===== config.mk =====
export PLATFORM = sky130hd
export DESIGN_NAME = brl_front
export DESIGN_NICKNAME = d
export VERILOG_FILES = /design/src/hdl/brl_pkg.sv /design/src/hdl/brl_front.sv
export SDC_FILE = /design/constraint.sdc
export NUM_CORES = 1
export LEC_CHECK = 0
export ABC_AREA = 1
export ABC_CLOCK_PERIOD_IN_PS = 3340
export BUFFER_PORTS_ARGS = -buffer_cell sky130_fd_sc_hd__buf_2
export CAP_MARGIN = 40
export CELL_PAD_IN_SITES_DETAIL_PLACEMENT = 0
export CELL_PAD_IN_SITES_GLOBAL_PLACEMENT = 1
export CORE_UTILIZATION = 22
export DETAILED_ROUTE_END_ITERATION = 10
export PLACE_DENSITY = 0.9
export SYNTH_ARGS = -nofsm -noshare
export SYNTH_HDL_FRONTEND = slang
export SYNTH_SLANG_ARGS = --single-unit

===== constraint.sdc =====
create_clock -name clk -period 3.34 [get_ports clk]
set_clock_uncertainty 0.2 [all_clocks]
set_input_delay 0.668 -clock clk [delete_from_list [all_inputs] [get_ports clk]]
set_output_delay 0.668 -clock clk [all_outputs]
set_load 0.02 [all_outputs]

===== src/hdl/brl_pkg.sv =====
// Shared types and constants for the blocked run length tracker.
// Used by the front end, the queue and the back end; depends on nothing.
`timescale 1ns / 1ps
package brl_pkg;

  localparam int POS_W  = 11;
  localparam int LEN_W  = 17;
  localparam int STAT_W = 3;
  localparam int WORD_W = 64;
  localparam int BW     = 6;

  localparam logic [STAT_W-1:0] ST_OK      = 3'd0;
  localparam logic [STAT_W-1:0] ST_RANGE   = 3'd1;
  localparam logic [STAT_W-1:0] ST_BLOCKED = 3'd2;
  localparam logic [STAT_W-1:0] ST_EMPTY   = 3'd3;
  localparam logic [STAT_W-1:0] ST_FULL    = 3'd4;

  typedef enum logic [1:0] {
    ACT_BLOCK   = 2'd0,
    ACT_RESTORE = 2'd1,
    ACT_QUERY   = 2'd2,
    ACT_UNUSED  = 2'd3
  } action_t;

  typedef enum logic [1:0] {
    OP_BLOCK   = 2'd0,
    OP_RESTORE = 2'd1,
    OP_QUERY   = 2'd2,
    OP_REPORT  = 2'd3
  } op_t;

  typedef struct packed {
    op_t               op;
    logic [STAT_W-1:0] status;
    logic [POS_W-1:0]  pos;
    logic [LEN_W-1:0]  len;
  } item_t;

endpackage


===== src/hdl/brl_front.sv =====
// Front end: configuration register, input acceptance and item classification.
// Depends on brl_pkg; feeds brl_queue.
`timescale 1ns / 1ps
module brl_front #(
  parameter int MAX_POSITIONS = 1024
) (
  input  logic                        clk,
  input  logic                        rst_n,
  input  logic                        cfg_psel,
  input  logic                        cfg_penable,
  input  logic                        cfg_pwrite,
  input  logic [2:0]                  cfg_paddr,
  input  logic [31:0]                 cfg_pwdata,
  output logic [31:0]                 cfg_prdata,
  output logic                        cfg_pready,
  input  logic                        start,
  input  logic [1:0]                  in_action,
  input  logic [brl_pkg::POS_W-1:0]   in_position,
  input  logic                        q_full,
  input  logic                        clearing,
  output logic                        busy,
  output logic                        push,
  output brl_pkg::item_t              item
);
  import brl_pkg::*;

  logic [POS_W-1:0] row_length_r, row_length_nxt;
  logic [LEN_W-1:0] len, rl17, pos17, max17;
  logic             in_range;
  action_t          act;

  assign cfg_pready = 1'b1;
  assign cfg_prdata = (cfg_paddr == 3'd0) ? {21'd0, row_length_r} : 32'd0;
  assign busy       = q_full | clearing;
  assign push       = start & ~busy;

  always_comb begin
    row_length_nxt = row_length_r;
    if (cfg_psel && cfg_penable && cfg_pwrite && cfg_paddr == 3'd0) begin
      row_length_nxt = cfg_pwdata[POS_W-1:0];
    end
  end

  always_comb begin
    rl17  = LEN_W'(row_length_r);
    pos17 = LEN_W'(in_position);
    max17 = LEN_W'(MAX_POSITIONS);
    if (rl17 == '0) begin
      len = LEN_W'(1);
    end else if (rl17 > max17) begin
      len = max17;
    end else begin
      len = rl17;
    end
    in_range    = (pos17 != '0) && (pos17 <= len);
    act         = action_t'(in_action);
    item.pos    = in_position;
    item.len    = len;
    item.status = ST_OK;
    item.op     = OP_REPORT;
    case (act)
      ACT_BLOCK: begin
        if (in_range) begin
          item.op = OP_BLOCK;
        end else begin
          item.status = ST_RANGE;
        end
      end
      ACT_RESTORE: begin
        item.op = OP_RESTORE;
      end
      ACT_QUERY: begin
        if (in_range) begin
          item.op = OP_QUERY;
        end else begin
          item.status = ST_RANGE;
        end
      end
      default: begin
        item.op = OP_REPORT;
      end
    endcase
  end

  always_ff @(posedge clk) begin
    if (!rst_n) begin
      row_length_r <= POS_W'(1024);
    end else begin
      row_length_r <= row_length_nxt;
    end
  end
endmodule


==> impl_metrics.tcl <==
set metrics [dict create \
    drc 0 \
    grt_max_degree 22 \
    netlist_top_cells_area "buf_4 (24%), dfxtp_1 (17%), ha_1 (11%)" \
    drt_first_pass_iters 4 \
    rows 27 \
    ys_ff_latch 11 \
    synth-seq-area-share 0.174 \
    regMostFlops "row_length_r" \
    hpwlAfterDp_um 2710 \
    drt_iter0_drc 11 \
    grt_pass1_vias 1109 \
    crit_buf_inv 2 \
    dp.cells 316 \
    final_cell_area_um2 1680 \
    syn_avg_cell_area_um2 6.68 \
    min_period_ns 3.39 \
    final_hold_viol_count 0 \
    yosysUniqueCellTypes 26 \
    whs_ns 0.280 \
    yosysTopAreaCell "buf_4" \
    placed_area_um2 1500 \
    critical_path_class "flip-flop to output pin" \
    cp_common_cell "nand2_1" \
    h-tree-depth 1 \
    largest_register_ffs 11 \
    cts-buffers-inserted 3 \
    max_cap_violations 0 \
    peakVddDrop_uv 78.8 \
    crit_fanout 8 \
    synth_top_area_frac 0.244 \
    p_per_area_nw_per_um2 246 \
    num_antenna_cells 0 \
    io_buffers 72 \
    tritoncts "built" \
    seq_area_um2 221 \
    end_kind "output pin" \
    slew_violations 0 \
    start_util 0.229 \
    fin_cells 325 \
    antenna_found_initial 0 \
    setup_tns_ns -0.0830 \
    finalSetupViolations 2 \
    period_share 1.01 \
    violations "setup timing" \
    cp_top_family "simple AND/OR/NAND/NOR gates" \
    vias 1249 \
    grt_overflow 0 \
    cts_max_path_buffers 2 \
    required_ns 2.47 \
    slowest_stage "dfxtp_2" \
    critical_path_arrival_ns 2.52 \
    die_h_um 77.8 \
    yosys_warnings 0 \
    reg.largest.list "row_length_r x11" \
    worst_slack_ns -0.0486 \
    max_stage_delay_ns 0.32 \
    boundaryPins 124 \
    vias_per_cell 3.84 \
    synth_cells 189 \
    grt_pass1_wl_um 4740 \
    cts-root-buf "clkbuf_8" \
    dieArea_um2 6050 \
    finalNetCount 321 \
    place_congestion 0.790 \
    wirelength_um 3160 \
    max_freq_mhz 295 \
    hp-class "flip-flop to flip-flop" \
    post-place-ws_ns 0.204 \
    antenna_left 0 \
    rsz0062_at_grt "true" \
    p_leak_uw 0.000894 \
    clock_latency_ns 0.23 \
    clk_pin_slew_ns 0.05 \
    coreArea_um2 5510 \
    die_x_um 77.8 \
    wl_per_cell_um 9.71 \
    layout-drive-gt1-share 0.439 \
    clkSinkCount 11 \
    area_growth_pct 33.2 \
    cp_cell_sequence "nor2_2 -> nand4_1 -> nor4_4 -> nor2_4 -> nor2_4 -> inv_1 -> ha_1 -> nand2_1 -> nor2_2 -> nand2_1 -> nand2_1 -> nand2_1 -> nand3_2 -> nand2_2 -> nand2_1 -> nand2_1 -> nand2_1 -> buf_6" \
    grt_usage 0.0996 \
    multi_input_area_um2 788 \
    critPathLaunchType "flip-flop" \
    fill_cells 633 \
    status "finished, violations left" \
    netlist_area_um2 1260 \
]
## what timing repair did
item	in CTS	in global routing
gates cloned	0	0
pin swaps	0	11
hold endpoints to repair	0	0
hold buffers	0	0
buffers inserted	2	3
gates resized for setup	6	18
endpoints found under the setup margin	2	3
## synthesized netlist by cell type
master / number
nor4_4: 1
clkbuf_2: 1
nor2_4: 1
clkbuf_1: 2
buf_1: 1
inv_1: 29
nand2_1: 19
mux2i_1: 1
nor3_1: 1
a21o_1: 1
nand4_1: 6
nor3_2: 1
nor2_1: 19
ha_1: 11
buf_2: 1
buf_4: 41
nand3_1: 3
dfxtp_1: 11
conb_1: 2
o21a_1: 1
nor4_1: 2
nor2_2: 8
a21oi_1: 13
or2_2: 1
o21ai_0: 10
inv_2: 2
## final cells by class
type,count,share of cell area
well taps,72,0.0536
flip-flops and latches,11,0.132
inverters,31,0.0692
clock buffers,4,0.0268
multi-input cells,129,0.469
repair buffers,78,0.250
## worst paths after layout
check | slack [ns] | start | depth (start not counted) | endpoint
max | -0.05 | row_length_r[7] | 18 | item[32]
min | 0.28 | row_length_r[1] | 2 | row_length_r[1]
max reg2reg | 2.48 | row_length_r[4] | 2 | row_length_r[4]
min reg2reg | 0.28 | row_length_r[1] | 2 | row_length_r[1]
## routing by layer
| metal | vias to the layer above | GRT usage | wire length [um] |
|---|---|---|---|
| li1 | 649 | - | - |
| met2 | 57 | 0.196 | 1680 |
| met1 | 540 | 0.0994 | 1200 |
| met4 | 0 | 0.0283 | 28 |
| met5 | - | 0 | 0 |
| met3 | 3 | 0.0282 | 253 |
## power breakdown
| group | switching, uW | internal, uW | total (uW) | leakage [uW] |
|---|---|---|---|---|
| Combinational | 97.7 | 53.2 | 151 | 0.000782 |
| Sequential | 1.01 | 133 | 134 | 0.0000893 |
| Clock | 45.8 | 83.4 | 129 | 0.0000228 |
| Total | 145 | 270 | 415 | 0.000894 |
## through the flow
stage                util  power (uW)
floorplan               -         263
global placement    0.272         268
detailed placement  0.272         270
CTS                 0.289         406
global route        0.305         441
finish              0.305         415
## cells in the final DEF, fill, tap and decap left out
master | netlist | routed
clkbuf_1 | 2 | 1
nor4_1 | 2 | 2
nor4_4 | 1 | 1
buf_6 | 0 | 2
o21ai_0 | 10 | 10
nand2_1 | 19 | 16
nor2_2 | 8 | 7
ha_4 | 0 | 4
dfxtp_1 | 11 | 10
nor2_1 | 19 | 17
or2_2 | 1 | 1
nand4_1 | 6 | 6
o21a_1 | 1 | 1
inv_1 | 29 | 25
nor3_2 | 1 | 1
ha_1 | 11 | 7
mux2i_1 | 1 | 1
clkbuf_8 | 0 | 3
nand2_2 | 0 | 3
buf_2 | 1 | 69
a21o_1 | 1 | 1
a21oi_1 | 13 | 12
nand3_1 | 3 | 2
conb_1 | 2 | 30
dfxtp_2 | 0 | 1
buf_4 | 41 | 7
a21oi_2 | 0 | 1
nor3_1 | 1 | 1
inv_2 | 2 | 6
nand3_2 | 0 | 1
nor2_4 | 1 | 4
## worst min-delay path, delay by kind of cell (launching register included)
kind	cells	cell delay, ns
DFF	1	0.30
buffers and inverters	1	0.07
AOI/OAI and AO/OA	1	0.06
## logic make-up (layout without fill, tap and decap cells)
group           count (synthesis)  count (layout)  share of synthesized area
fa+ha+maj                      11              11                      0.109
compound gates                 25              25                      0.103
mux                             1               1                    0.00793
flops                          11              11                      0.174
buf+inv                        77             113                      0.353
simple gates                   62              62                      0.247
other cells                     2              30                    0.00595
No activity file was read; power rests on OpenSTA's default activity.
