**src/hdl/brl_pkg.sv**
```systemverilog
// Shared types and constants for the blocked run length tracker.
// Used by the front end, the queue and the back end; depends on nothing.
`timescale 1ns / 1ps
package brl_pkg;

  localparam int POS_W  = 11;
  localparam int LEN_W  = 17;
  localparam int STAT_W = 3;
  localparam int WORD_W = 64;
  localparam int BW     = 6;

  localparam logic [STAT_W-1:0] ST_OK      = 3'd0;
  localparam logic [STAT_W-1:0] ST_RANGE   = 3'd1;
  localparam logic [STAT_W-1:0] ST_BLOCKED = 3'd2;
  localparam logic [STAT_W-1:0] ST_EMPTY   = 3'd3;
  localparam logic [STAT_W-1:0] ST_FULL    = 3'd4;

  typedef enum logic [1:0] {
    ACT_BLOCK   = 2'd0,
    ACT_RESTORE = 2'd1,
    ACT_QUERY   = 2'd2,
    ACT_UNUSED  = 2'd3
  } action_t;

  typedef enum logic [1:0] {
    OP_BLOCK   = 2'd0,
    OP_RESTORE = 2'd1,
    OP_QUERY   = 2'd2,
    OP_REPORT  = 2'd3
  } op_t;

  typedef struct packed {
    op_t               op;
    logic [STAT_W-1:0] status;
    logic [POS_W-1:0]  pos;
    logic [LEN_W-1:0]  len;
  } item_t;

endpackage

```
**src/hdl/brl_queue.sv**
```systemverilog
// Two-entry queue of classified items between the front end and the back end.
// Depends on brl_pkg for the item type.
`timescale 1ns / 1ps
module brl_queue (
  input  logic          clk,
  input  logic          rst_n,
  input  logic          push,
  input  brl_pkg::item_t wr_item,
  input  logic          pop,
  output brl_pkg::item_t rd_item,
  output logic          full,
  output logic          empty
);
  import brl_pkg::*;

  item_t      ent_r [2];
  logic       wp_r, wp_nxt, rp_r, rp_nxt;
  logic [1:0] cnt_r, cnt_nxt;

  assign rd_item = ent_r[rp_r];
  assign full    = (cnt_r == 2'd2);
  assign empty   = (cnt_r == 2'd0);

  always_comb begin
    wp_nxt  = wp_r ^ push;
    rp_nxt  = rp_r ^ pop;
    cnt_nxt = cnt_r + {1'b0, push} - {1'b0, pop};
  end

  always_ff @(posedge clk) begin
    if (!rst_n) begin
      wp_r  <= 1'b0;
      rp_r  <= 1'b0;
      cnt_r <= 2'd0;
    end else begin
      wp_r  <= wp_nxt;
      rp_r  <= rp_nxt;
      cnt_r <= cnt_nxt;
    end
    if (push) begin
      ent_r[wp_r] <= wr_item;
    end
  end
endmodule

```
**config.mk**
```make
export PLATFORM = sky130hd
export DESIGN_NAME = brl_queue
export DESIGN_NICKNAME = d
export VERILOG_FILES = /design/src/hdl/brl_pkg.sv /design/src/hdl/brl_queue.sv
export SDC_FILE = /design/constraint.sdc
export NUM_CORES = 1
export LEC_CHECK = 0
export BUFFER_PORTS_ARGS = -buffer_cell sky130_fd_sc_hd__buf_2
export CAP_MARGIN = 15
export CELL_PAD_IN_SITES_DETAIL_PLACEMENT = 0
export CELL_PAD_IN_SITES_GLOBAL_PLACEMENT = 2
export CORE_MARGIN = 4
export CORE_UTILIZATION = 43
export CTS_BUF_LIST = sky130_fd_sc_hd__clkbuf_2
export DETAILED_ROUTE_END_ITERATION = 7
export PLACE_DENSITY = 0.95
export SLEW_MARGIN = 20
export SYNTH_ARGS = -nofsm -noshare
export SYNTH_HDL_FRONTEND = slang
export SYNTH_SLANG_ARGS = --single-unit
```
**constraint.sdc**
```tcl
create_clock -name clk -period 4 [get_ports clk]
set_input_delay 0.8 -clock clk [delete_from_list [all_inputs] [get_ports clk]]
set_output_delay 0.8 -clock clk [all_outputs]
set_load 0.02 [all_outputs]
```
==> results_dict.tcl, run 1 <==
set metrics [dict create \
    nNetsFinal 245 \
    dieWidth_um 88.3 \
    path_clk_slew_ns 0.20 \
    drc 0 \
    core_area_um2 6100 \
    htree_num_levels 3 \
    maxCapViolCount 0 \
    tns_ns 0 \
    status "completed" \
    p_leak_uw 0.00135 \
    cts_setup_buffers 0 \
    drv_slew 0 \
    syn_avg_cell_area_um2 22.4 \
    vias 1335 \
    clk_latency_ns 0.47 \
    cts-hold-fix-buffers 0 \
    antenna_found_initial 0 \
    cts_buffer_depth 2 \
    grt_pass1_vias 1328 \
    worstPathArrival_ns 2.12 \
    cts_root_buf "clkbuf_2" \
    cts_buffers 9 \
    grt_start_max_net_pins 34 \
    fin_worst_skew_ns 0.0140 \
    ant_nets 0 \
    rsz0062_at_grt "false" \
    worstPathRequired_ns 3.20 \
    io_pins 72 \
    hold_viol 0 \
    cts_resized 0 \
    min_path_type "in -> reg" \
    stdcell_count 284 \
    period_minus_slack_ns 2.92 \
    finalSetupViolCount 0 \
    drt_iter0_markers 57 \
    drive_gt1_share_pct 58.4 \
    crit_type "reg -> out" \
    ys_warn_count 0 \
    viasPerCell 4.70 \
    clock.fmax_mhz 342 \
    port_buffers 71 \
    antenna_cells 0 \
    power_density_nw_per_um2 476 \
    gr-total-overflow 0 \
    cts_tree "yes" \
    max-slew-margin-rel_pct 28.7 \
    synth_seq_area_share_pct 75.1 \
    critPathMaxFanout 33 \
    clkSinkCount 71 \
    rows 28 \
    place_congestion 0.666 \
    syn_nets 165 \
    synth-seq-cells 71 \
    wire_per_inst_um 15.6 \
    vdd_drop_max_mv 0.273 \
    area_growth_pct 19.0 \
    grt_pass1_wl_um 6700 \
    synth.distinct_cells 13 \
    fp.dieH_um 88.3 \
    routed_wirelength_um 4430 \
    die-area_um2 7790 \
    crit_path_start_kind "flop" \
    period_share_pct 73.1 \
    report.power.total_uw 1570 \
    place_inst 268 \
    synth_area_um2 2770 \
    grt.total_usage_pct 12.1 \
    tightest_slew_ns 1.07 \
    syn_inst 124 \
    drt_first_pass_iters 4 \
    initial_utilization_pct 45.5 \
    cp-end-kind "primary output" \
]
==> final timing paths <==
path,from,endpoint,slack [ns],cells after the start
setup / recovery,flop,rd_item[0],1.08,2
hold / removal,wr_item[10],ent_r[1][10],0.50,1
setup reg to reg,cnt_r[0],cnt_r[1],2.73,6
hold reg to reg,wp_r,wp_r,0.56,3
==> flip-flops by register name, indices dropped and copies added (netlist names), named ones only <==
register	cells
ent_r	66
rp_r	1
cnt_r	2
wp_r	1
==> synth_stat cells <==
| cell | count | area (um2) |
|---|---|---|
| and2_1 | 3 | 18.8 |
| buf_12 | 3 | 60.1 |
| buf_6 | 1 | 11.3 |
| dfxtp_1 | 5 | 100 |
| edfxtp_1 | 66 | 1980 |
| ha_1 | 4 | 50.1 |
| inv_1 | 3 | 11.3 |
| mux2_2 | 3 | 33.8 |
| mux2_4 | 30 | 450 |
| nor2_1 | 1 | 3.75 |
| nor2b_1 | 3 | 18.8 |
| xnor3_1 | 1 | 22.5 |
| xor2_1 | 1 | 8.76 |
==> final cells by class <==
class                           count  area [um2]
Clock buffer                        9        45.0
Sequential cell                    71        2080
Multi-Input combinational cell     46         607
Timing Repair Buffer               73         370
Inverter                            3        11.3
Fill cell                         520        2800
Clock inverter                      7        87.6
Tap cell                           75        93.8
==> worst max-delay path, stage by stage, from the launching register on <==
cell     delay (ns)
dfxtp_2        1.06
mux2_2         0.42
buf_2          0.16
==> through the flow <==
step | hold slack [ns] | worst slack [ns] | utilization, % | cell area [um2]
after detailed placement | 0.539 | 1.58 | 51.9 | 3170
after global routing | 0.437 | 0.921 | 54.1 | 3300
after CTS | 0.461 | 1.02 | 54.1 | 3300
after global placement | 0.530 | 1.58 | 51.9 | 3170
after floorplan | 0.521 | 1.95 | - | 2770
final | 0.505 | 1.08 | 54.1 | 3300
==> kinds of logic (layout without fill, tap and decap cells) <==
logic type | after synthesis | in the layout | synth area share, %
flops | 71 | 71 | 75.1
mux | 33 | 33 | 17.5
simple gates | 7 | 7 | 1.49
buf+inv | 7 | 92 | 2.98
fa+ha+maj | 4 | 4 | 1.81
xor+xnor | 2 | 2 | 1.13
==> layout by cell type, fill, tap and decap left out, drive strengths merged <==
master   n
nor2     1
ha       4
clkinv   5
xor2     1
inv      3
nor2b    3
clkbuf   9
dfxtp    5
buf     73
xnor3    1
mux2    33
bufinv   2
edfxtp  66
and2     3
==> report_power, final <==
group | switching [uW] | internal (uW) | leakage (uW)
Sequential | 31.8 | 865 | 0.000661
Combinational | 117 | 117 | 0.000602
Clock | 236 | 203 | 0.0000831
==> layer usage <==
| layer | vias up | routed length (um) | track usage [%] |
|---|---|---|---|
| met5 | - | 0 | 0 |
| met4 | 0 | 100 | 7.83 |
| met3 | 7 | 330 | 3.26 |
| met1 | 647 | 1670 | 13.7 |
| li1 | 636 | - | - |
| met2 | 45 | 2320 | 20.3 |
Power figures use the tool's default switching activity.
==> inputs of run 2 (changes only) <==
--- a/config.mk
+++ b/config.mk
@@ -5,15 +5,16 @@
 export SDC_FILE = /design/constraint.sdc
 export NUM_CORES = 1
 export LEC_CHECK = 0
+export ABC_AREA = 1
 export BUFFER_PORTS_ARGS = -buffer_cell sky130_fd_sc_hd__buf_2
 export CAP_MARGIN = 15
 export CELL_PAD_IN_SITES_DETAIL_PLACEMENT = 0
 export CELL_PAD_IN_SITES_GLOBAL_PLACEMENT = 2
 export CORE_MARGIN = 4
-export CORE_UTILIZATION = 43
+export CORE_UTILIZATION = 36
 export CTS_BUF_LIST = sky130_fd_sc_hd__clkbuf_2
 export DETAILED_ROUTE_END_ITERATION = 7
-export PLACE_DENSITY = 0.95
+export PLACE_DENSITY = 0.87
 export SLEW_MARGIN = 20
 export SYNTH_ARGS = -nofsm -noshare
 export SYNTH_HDL_FRONTEND = slang
==> constraint.sdc (replaced) <==
create_clock -name clk -period 2.43 [get_ports clk]
set_input_delay 0.486 -clock clk [delete_from_list [all_inputs] [get_ports clk]]
set_output_delay 0.486 -clock clk [all_outputs]
set_load 0.02 [all_outputs]
==> results_dict.tcl, run 2 <==
set metrics [dict create \
    status "completed" \
    routed_wirelength_um 4590 \
    layout_setup_ws_ns 0.271 \
    r2r-end "cnt_r[1]" \
    clk_latency_ns 0.44 \
    htree_num_levels 3 \
    use_met2_pct 17.6 \
    yosys_most_used_dff "edfxtp_1" \
    critPathMaxFanout 28 \
    dieWidth_um 95.7 \
    syn_inst 132 \
    min_delay_path_depth 1 \
    rows 31 \
    ant_nets 0 \
    hpwl_um 3350 \
    utilization_pct 45.0 \
    reg2reg_depth 8 \
    power_switching_uw 590 \
    crit_path_start_kind "flop" \
    reg2reg_from "cnt_r[0]" \
    hold_viol 0 \
    cts-hold-fix-buffers 0 \
    use_met1_pct 12.8 \
    met3_usage_pct 2.35 \
    reg_top3 "ent_r (66), cnt_r (2)" \
    p_clk_share_pct 23.4 \
    async_flop_share_pct 0 \
    place_congestion 0.653 \
    hold_ws_ns 0.206 \
    fp.dieH_um 95.7 \
    rsz0062_at_grt "false" \
    clkSinkCount 71 \
    io_pins 72 \
    power_density_nw_per_um2 728 \
    cts_buffer_depth 2 \
    die-area_um2 9160 \
    fillerInstances 672 \
    crit_type "reg -> out" \
    drc 0 \
    final_cell_mix "buf_2, edfxtp_1, mux2_4" \
    syn_avg_cell_area_um2 21.0 \
    hold_end "ent_r[0][16]" \
    p_int_uw 1830 \
    synth.distinct_cells 13 \
    cts_tree "yes" \
    layout_commonest_cell "buf_2" \
    syn_nets 173 \
    synth_area_leaders "edfxtp_1, mux2_4, dfxtp_1" \
    grt.total_usage_pct 10.8 \
    worstPathArrival_ns 1.67 \
    port_buffers 71 \
    clock.fmax_mhz 463 \
    reg2reg_slack_ns 1.16 \
    vias 1374 \
    synth_area_leader_cell "edfxtp_1" \
    synth_area_um2 2770 \
    top_register "ent_r" \
    tightest_slew_ns 0.244 \
    wire_per_inst_um 14.5 \
    period_share_pct 88.8 \
    antenna_found_initial 0 \
    synth_most_common_cell "edfxtp_1" \
    cts_setup_buffers 0 \
    pwr-share-comb_pct 16.8 \
    viasPerCell 4.35 \
    switching_share_pct 24.4 \
    drive_gt1_share_pct 55.8 \
    largest_reg_flops 66 \
    grt.busiest_layer "met2" \
    finalSetupViolCount 0 \
    ys_warn_count 0 \
    tns_ns 0 \
    cts_buffers 9 \
    fin_worst_skew_ns 0.0132 \
    path_clk_slew_ns 0.17 \
    grt_pass1_vias 1379 \
    gr-total-overflow 0 \
    synth-seq-cells 71 \
    sequentialPowerShare_pct 59.9 \
    antenna_cells 0 \
    initial_utilization_pct 37.6 \
    drt_first_pass_iters 4 \
    cts_root_buf "clkbuf_2" \
    cts_resized 0 \
    area_growth_pct 19.7 \
    drv_slew 0 \
    period_minus_slack_ns 2.16 \
    p_leak_uw 0.00135 \
    core_area_um2 7370 \
    grt_pass1_wl_um 6940 \
    max-slew-margin-rel_pct 83.7 \
    cp-end-kind "primary output" \
    drt_iter0_markers 55 \
    synth_seq_area_share_pct 75.2 \
    nNetsFinal 256 \
    place_worst_setup_slack_ns 0.759 \
    synth_edf_count 66 \
    min_path_type "in -> reg" \
    maxCapViolCount 0 \
    grt_start_max_net_pins 29 \
    ys_top_cells_by_count "edfxtp_1, mux2_4, inv_1" \
    hp-start "wr_item[16]" \
    yosys.area.top_type_share_pct 71.5 \
    vdd_drop_max_mv 0.289 \
    worstPathRequired_ns 1.94 \
]
==> run 2: changes by cell type after synthesis, sizes merged, moves of 3 or more <==
cell   previous run  this run
nand2             0         4
nor2b             3         0
nor2              1         6
and2              3         0
inv               3         7
==> run 2: cell type report <==
class | count | area, um2 | share of cell area (%)
timing repair buffer | 76 | 405 | 12.2
multi-input combinational | 50 | 591 | 17.8
tap | 99 | 124 | 3.73
inverter | 7 | 26.3 | 0.792
sequential | 71 | 2080 | 62.8
clock buffer | 10 | 50.0 | 1.51
clock inverter | 3 | 37.5 | 1.13
==> run 2: routing by layer <==
metal | routed length (um) | share of wire (%)
met1 | 1880 | 41
met2 | 2340 | 51
met3 | 254 | 5.5
met4 | 119 | 2.6
met5 | 0 | 0
==> run 2: power by group through the flow <==
stage	Combinational [uW]	Sequential, uW	Clock (uW)
2_1_floorplan	298	1470	0
3_3_place_gp	408	1470	0
3_5_place_dp	413	1480	0
4_1_cts	414	1450	598
5_1_grt	440	1450	655
6_report	405	1450	565
==> run 2: per-stage QoR <==
step / std cells / area, um2 / power, uW
5_1_grt: 316 / 3320 / 2550
2_1_floorplan: 132 / 2770 / 1760
4_1_cts: 316 / 3320 / 2460
3_5_place_dp: 303 / 3230 / 1890
3_3_place_gp: 303 / 3230 / 1880
6_report: 316 / 3320 / 2420
==> run 2: cells by family (layout without fill, tap and decap cells) <==
kind of cell	Yosys count	after routing	synth area share [%]
buf+inv	11	96	3.52
fa+ha+maj	4	4	1.81
compound gates	1	1	0.180
xor+xnor	1	1	0.316
simple gates	11	11	1.54
flops	71	71	75.2
mux	33	33	17.5
==> run 2: how the worst max path moves through the flow <==
stage             endpoint  start  cells past startpoint  slack [ns]
2_1_floorplan  ent_r[0][0]   push                      1        0.70
3_3_place_gp   rd_item[20]   flop                      3        0.77
3_5_place_dp   rd_item[20]   flop                      3        0.76
4_1_cts        rd_item[20]   flop                      3        0.21
5_1_grt        rd_item[20]   flop                      3        0.13
6_report       rd_item[20]   flop                      3        0.27
==> run 2: critical path, stage by stage, from the launching register on <==
cell and delay [ns]:
dfxtp_2 0.46, buf_12 0.26, mux2_4 0.33, buf_2 0.16
